`src/hw/rtl/mgpb_pkg.sv`:
```
`timescale 1ns / 1ps
// Shared types, widths, codes and saturation helper for the ghost particle boundary.
package mgpb_pkg;

  localparam int FRAC_BITS = 16;
  localparam int WORD_BITS = 32;

  // Field widths
  localparam int DATA_W     = 32;
  localparam int RAD_W      = 30;
  localparam int HGT_W      = 31;
  localparam int REGION_W   = 2;
  localparam int CFG_IDX_W  = 2;
  localparam int CFG_DATA_W = 31;

  // Shell arithmetic: |x|,|y| <= R < 2^RAD_W
  localparam int MAG_W    = RAD_W;
  localparam int SQR_W    = 2 * MAG_W;
  localparam int SUM_W    = SQR_W + 1;
  localparam int ROOT_W   = (SUM_W + 1) / 2;
  localparam int RAD_IN_W = 2 * ROOT_W;
  localparam int SQ_LAT   = ROOT_W;

  // Divider: quotient magnitude up to 2R
  localparam int QUO_W   = RAD_W + 2;
  localparam int NUM_W   = QUO_W + MAG_W;
  localparam int DIV_LAT = QUO_W;

  // Saturation
  localparam int SAT_W    = (WORD_BITS < 32) ? WORD_BITS : 32;
  localparam int SAT_IN_W = 40;
  localparam logic signed [SAT_IN_W-1:0] SAT_HI =
    SAT_IN_W'((64'sd1 <<< (SAT_W - 1)) - 64'sd1);
  localparam logic signed [SAT_IN_W-1:0] SAT_LO = -SAT_HI - SAT_IN_W'(1);

  // Register indexes
  localparam logic [CFG_IDX_W-1:0] REG_OUTER_RADIUS   = 2'd0;
  localparam logic [CFG_IDX_W-1:0] REG_WALL_THICKNESS = 2'd1;
  localparam logic [CFG_IDX_W-1:0] REG_WALL_HEIGHT    = 2'd2;

  localparam logic [RAD_W-1:0] RST_OUTER_RADIUS   = RAD_W'(39322);
  localparam logic [RAD_W-1:0] RST_WALL_THICKNESS = RAD_W'(13107);
  localparam logic [HGT_W-1:0] RST_WALL_HEIGHT    = HGT_W'(39322);

  // Region codes
  localparam logic [REGION_W-1:0] REGION_NONE  = 2'd0;
  localparam logic [REGION_W-1:0] REGION_RIGHT = 2'd1;
  localparam logic [REGION_W-1:0] REGION_LEFT  = 2'd2;
  localparam logic [REGION_W-1:0] REGION_SHELL = 2'd3;

  typedef struct packed {
    logic signed [DATA_W-1:0] pos_x;
    logic signed [DATA_W-1:0] pos_y;
    logic signed [DATA_W-1:0] press;
    logic signed [DATA_W-1:0] vel_x;
    logic signed [DATA_W-1:0] vel_y;
  } in_t;

  typedef struct packed {
    logic [REGION_W-1:0]      region;
    logic signed [DATA_W-1:0] ghost_x;
    logic signed [DATA_W-1:0] ghost_y;
    logic signed [DATA_W-1:0] ghost_press;
    logic signed [DATA_W-1:0] ghost_vx;
    logic signed [DATA_W-1:0] ghost_vy;
    logic                     saturated;
  } out_t;

  typedef struct packed {
    logic                     clip;
    logic signed [DATA_W-1:0] val;
  } sat_t;

  function automatic sat_t sat_word(input logic signed [SAT_IN_W-1:0] v);
    sat_t res;
    logic signed [SAT_IN_W-1:0] c;
    res.clip = 1'b0;
    c = v;
    if (v > SAT_HI) begin
      c = SAT_HI;
      res.clip = 1'b1;
    end else if (v < SAT_LO) begin
      c = SAT_LO;
      res.clip = 1'b1;
    end
    res.val = c[DATA_W-1:0];
    return res;
  endfunction

endpackage

```
`src/hw/rtl/mgpb_div.sv`:
```
`timescale 1ns / 1ps
// Pipelined restoring divider, one quotient bit per stage.
module mgpb_div (
  input  logic                        clk,
  input  logic                        en,
  input  logic [mgpb_pkg::NUM_W-1:0]  num,
  input  logic [mgpb_pkg::ROOT_W-1:0] den,
  output logic [mgpb_pkg::QUO_W-1:0]  quo
);
  import mgpb_pkg::*;

  logic [ROOT_W-1:0] rem_q  [DIV_LAT];
  logic [QUO_W-1:0]  low_q  [DIV_LAT];
  logic [QUO_W-1:0]  quo_q  [DIV_LAT];
  logic [ROOT_W-1:0] den_q  [DIV_LAT];
  logic [ROOT_W-1:0] rem_in [DIV_LAT];
  logic [QUO_W-1:0]  low_in [DIV_LAT];
  logic [QUO_W-1:0]  quo_in [DIV_LAT];
  logic [ROOT_W-1:0] den_in [DIV_LAT];

  assign rem_in[0] = ROOT_W'(num[NUM_W-1:QUO_W]);
  assign low_in[0] = num[QUO_W-1:0];
  assign quo_in[0] = '0;
  assign den_in[0] = den;

  for (genvar j = 0; j < DIV_LAT; j++) begin : g_step
    logic [ROOT_W:0] trial;
    logic            ge;

    if (j > 0) begin : g_link
      assign rem_in[j] = rem_q[j-1];
      assign low_in[j] = low_q[j-1];
      assign quo_in[j] = quo_q[j-1];
      assign den_in[j] = den_q[j-1];
    end

    assign trial = {rem_in[j], low_in[j][QUO_W-1]};
    assign ge    = trial >= {1'b0, den_in[j]};

    always_ff @(posedge clk) begin
      if (en) begin
        rem_q[j] <= ge ? ROOT_W'(trial - {1'b0, den_in[j]}) : trial[ROOT_W-1:0];
        low_q[j] <= low_in[j] << 1;
        quo_q[j] <= {quo_in[j][QUO_W-2:0], ge};
        den_q[j] <= den_in[j];
      end
    end
  end

  assign quo = quo_q[DIV_LAT-1];

endmodule
```
`config.mk`:
```
export PLATFORM = sky130hd
export DESIGN_NAME = mgpb_div
export DESIGN_NICKNAME = d
export VERILOG_FILES = /design/src/hw/rtl/mgpb_pkg.sv /design/src/hw/rtl/mgpb_div.sv
export SDC_FILE = /design/constraint.sdc
export NUM_CORES = 2
export LEC_CHECK = 0
export BUFFER_PORTS_ARGS = -buffer_cell sky130_fd_sc_hd__buf_2
export CAP_MARGIN = 20
export CELL_PAD_IN_SITES_DETAIL_PLACEMENT = 0
export CELL_PAD_IN_SITES_GLOBAL_PLACEMENT = 2
export CORE_ASPECT_RATIO = 0.7
export CORE_MARGIN = 2
export CORE_UTILIZATION = 35
export DETAILED_ROUTE_END_ITERATION = 7
export GPL_ROUTABILITY_DRIVEN = 0
export HOLD_SLACK_MARGIN = 0.05
export PLACE_DENSITY = 0.67
export SETUP_SLACK_MARGIN = 0.15
export SLEW_MARGIN = 20
export SYNTH_ARGS = -nofsm -noshare
export SYNTH_HDL_FRONTEND = slang
export SYNTH_SLANG_ARGS = --single-unit
```
`constraint.sdc`:
```
create_clock -name clk -period 8 [get_ports clk]
set_clock_uncertainty 0.15 [all_clocks]
set_input_delay 0.4 -clock clk [delete_from_list [all_inputs] [get_ports clk]]
set_output_delay 0.4 -clock clk [all_outputs]
set_load 0.1 [all_outputs]
```
==> impl_metrics.csv <==
group,metric,value,unit
worst_setup_path,cp_cell_sequence,"ha_1, fa_1, nand2b_1, a21oi_1, nor3_1, o31a_1, o21ai_1, a21oi_1, o41ai_4, buf_4, nor2_1, a21oi_1",
pwr,p_seq_frac,0.365,
floorplan,ios,127,
grt,antenna_found_initial,26,
synthesis,synth-seq-area-share,0.592,
pwr,internal_power,42.9,mW
sta,rsz0062_at_grt,"false",
place,pre_cts_ws,3.25,ns
synthesis,synth_edf_count,2946,
pwr,switchingPower,25.1,mW
worst_setup_path,crit_buf_inv,1,
worst_setup_path,cp.arrival,5.45,ns
sta,period_needed,4.97,ns
finish,syn2layout_area_growth,13.3,%
sta,drv_slew,0,
sta,fmax,0.201,GHz
floorplan,core,0.425,mm2
place,placedCellCount,17800,
floorplan,start_util,0.352,
route,vias,93500,
pwr,power_frac_clock,0.217,
floorplan,dieArea,0.432,mm2
clock_tree,htree_levels,5,
route,drc,0,
clock_tree,ctsHoldBuffers,173,
clock_tree,clock_latency,0.97,ns
floorplan,num_rows,200,
pwr,power_leakage,66.9,nW
route,drt_first_pass_iters,6,
synthesis,synth_cells,12200,
place,portBuffers,126,
grt,grt_first_pass_wirelength,547000,um
clock_tree,cts.clk_slew.worst_paths,0.06,ns
route,final_antenna_net_count,0,
synthesis,yosys-top-cells-area,"edfxtp_1, ha_1, a21oi_1, inv_1, mux2_2",
clock_tree,cts_tree,"built",
worst_setup_path,critPathTopFamily,"compound AO/OA/AOI/OAI gates",
min_path,hp-class,"in2reg",
grt,grt_max_degree,175,
route,first_iter_violations,7911,
job,maxCapViolations,0,
synthesis,async_reset_ff_frac,0,
sta,tns,0,ns
sta,finalWorstSetupSlack,3.03,ns
synthesis,yosysUniqueCellTypes,95,
worst_setup_path,cp.required,8.48,ns
clock_tree,clock_sinks,2946,
finish,final_core_util,0.399,
clock_tree,clock_path_buffers,4,
synthesis,syn_area_per_cell,12.2,um2
worst_setup_path,cp-end-kind,"flip-flop",
worst_setup_path,slowest_delay,0.65,ns
grt,first_global_vias,90200,
clock_tree,cts-root-buf,"clkbuf_16",
route,drt-total-wl,356000,um
clock_tree,cts_buffers,314,
finish,final_nets,13800,
sta,maxSlewHeadroom,0.296,
pwr,p_comb_frac,0.418,
grt,grt_overflow,0,
finish,drive_above_1_share,0.0877,
worst_setup_path,crit_type,"reg2reg",
worst_setup_path,start_kind,"flip-flop",
outcome,outcome,"finished clean",
floorplan,die_w,785,um
clock_tree,post_cts_buffers,0,
pwr,vdd_drop_max,171,uV
sta,hold_slack,0.163,ns
finish,fillers,39500,
sta,setup_viol,0,
route,wl_per_cell,19.2,um
route,vias_per_cell,5.03,
worst_setup_path,crit_path_frequent_cell,"a21oi_1",
finish,mostFrequentLayoutCell,"edfxtp_1",
worst_setup_path,crit_slowest_cell,"a21oi_1",
place,hpwl,261000,um
clock_tree,post_cts_resized,0,
synthesis,synth_flop_cell,"edfxtp_1",
worst_setup_path,worstPathMaxFanout,53,
pwr,swShare,0.370,
synthesis,syn_area,0.149,mm2
synthesis,synth_top_cell_by_area,"edfxtp_1",
sta,hold_viol_final,0,
synthesis,synth-seq-cells,2946,
sta,period_share,0.621,
finish,final_cell_mix,"edfxtp_1, inv_1, a21oi_1, ha_1, nand2_1",
synthesis,ys_warn_count,0,
sta,worst_pin_slew,1.06,ns
grt,grtUsageTotal,0.160,
synthesis,synth_fp_nets,13300,
floorplan,die_h,551,um
pwr,power_density,402,mW/mm2
finish,fin_cells,18600,
synthesis,synth_top_area_share,0.592,
## area by class of cell
cell class              instances  area, um2  share of cell area
diodes                          3       7.51           0.0000444
multi-input cells            7805      55600               0.328
well taps                    5656       7080              0.0418
flip-flops and latches       2946      88500               0.523
inverters                    1218       4570              0.0270
repair buffers                379       3260              0.0192
clock buffers                 370       8220              0.0486
clock inverters               196       2060              0.0122
## flip-flops by register name, indices dropped and copies added (netlist names)
| signal | cells |
|---|---|
| low_q | 496 |
| quo_q | 528 |
| den_q | 961 |
| rem_q | 961 |
## synth_stat cells (29+ instances only)
| cell | count |
|---|---|
| or3_1 | 35 |
| and3_1 | 76 |
| inv_1 | 1218 |
| o211ai_1 | 42 |
| xor2_1 | 359 |
| clkbuf_1 | 170 |
| buf_2 | 57 |
| nor2b_1 | 138 |
| a21o_1 | 484 |
| o31ai_1 | 63 |
| nor2_1 | 748 |
| o31a_1 | 38 |
| mux2_2 | 365 |
| and4_1 | 32 |
| a31oi_1 | 94 |
| edfxtp_1 | 2946 |
| nor4_1 | 29 |
| nand4_1 | 157 |
| o21bai_1 | 106 |
| a211oi_1 | 75 |
| fa_1 | 31 |
| o21ai_0 | 732 |
| nand2_1 | 766 |
| o21a_1 | 122 |
| a21oi_1 | 1037 |
| nand2b_1 | 99 |
| nand3_1 | 167 |
| o21ai_1 | 34 |
| ha_1 | 992 |
| nor3_1 | 105 |
| xnor2_1 | 466 |
## worst register-to-register path, stage by stage (launching register included)
cell and delay (ns):
edfxtp_1 0.64, ha_1 0.40, fa_1 0.43, nand2b_1 0.20, a21oi_1 0.26, nor3_1 0.12, o31a_1 0.41, o21ai_1 0.18
a21oi_1 0.17, o41ai_4 0.36, buf_4 0.58, nor2_1 0.12, a21oi_1 0.65
## path summary, 6_finish.rpt
path / cells past startpoint / slack [ns] / end / from
max: 12 / 3.03 / rem_q[0][478] / den_q[0][434]
min: 2 / 0.16 / low_q[0][21] / num[21]
max reg2reg: 12 / 3.03 / rem_q[0][478] / den_q[0][434]
min reg2reg: 0 / 0.25 / low_q[1][11] / low_q[0][41]
## routing by layer
layer,vias to the layer above,GRT usage,share of wire
li1,45900,-,-
met1,44800,0.268,0.55
met2,2264,0.212,0.38
met3,514,0.0230,0.056
met4,0,0.0381,0.022
met5,-,0,0
## metrics by stage
stage,power [mW],cell area [um2]
6_report,68.0,169000
5_1_grt,72.9,169000
4_1_cts,68.4,169000
3_5_place_dp,53.0,157000
3_3_place_gp,53.0,157000
2_1_floorplan,45.2,149000
## cell families (layout without fill, tap and decap cells)
family | Yosys count | count (layout) | synth area share
AOI/OAI and AO/OA | 3111 | 3111 | 0.129
DFF | 2946 | 2946 | 0.592
and+or+nand+nor | 2452 | 2452 | 0.0762
buffers and inverters | 1463 | 2163 | 0.0375
adders and majority gates | 1023 | 1023 | 0.0872
xor gates and xnor gates | 825 | 825 | 0.0484
muxes | 394 | 394 | 0.0296
other | 0 | 3 | 0
## power groups by stage
stage                     clock (mW)  sequential (mW)  combinational, mW
final                           14.7             24.8               28.4
after global routing            15.9             25.2               31.9
after CTS                       15.3             24.8               28.4
after detailed placement           0             25.0               28.0
after global placement             0             25.2               27.9
after floorplan                    0             23.6               21.6
(Power assumes the default switching activity.)
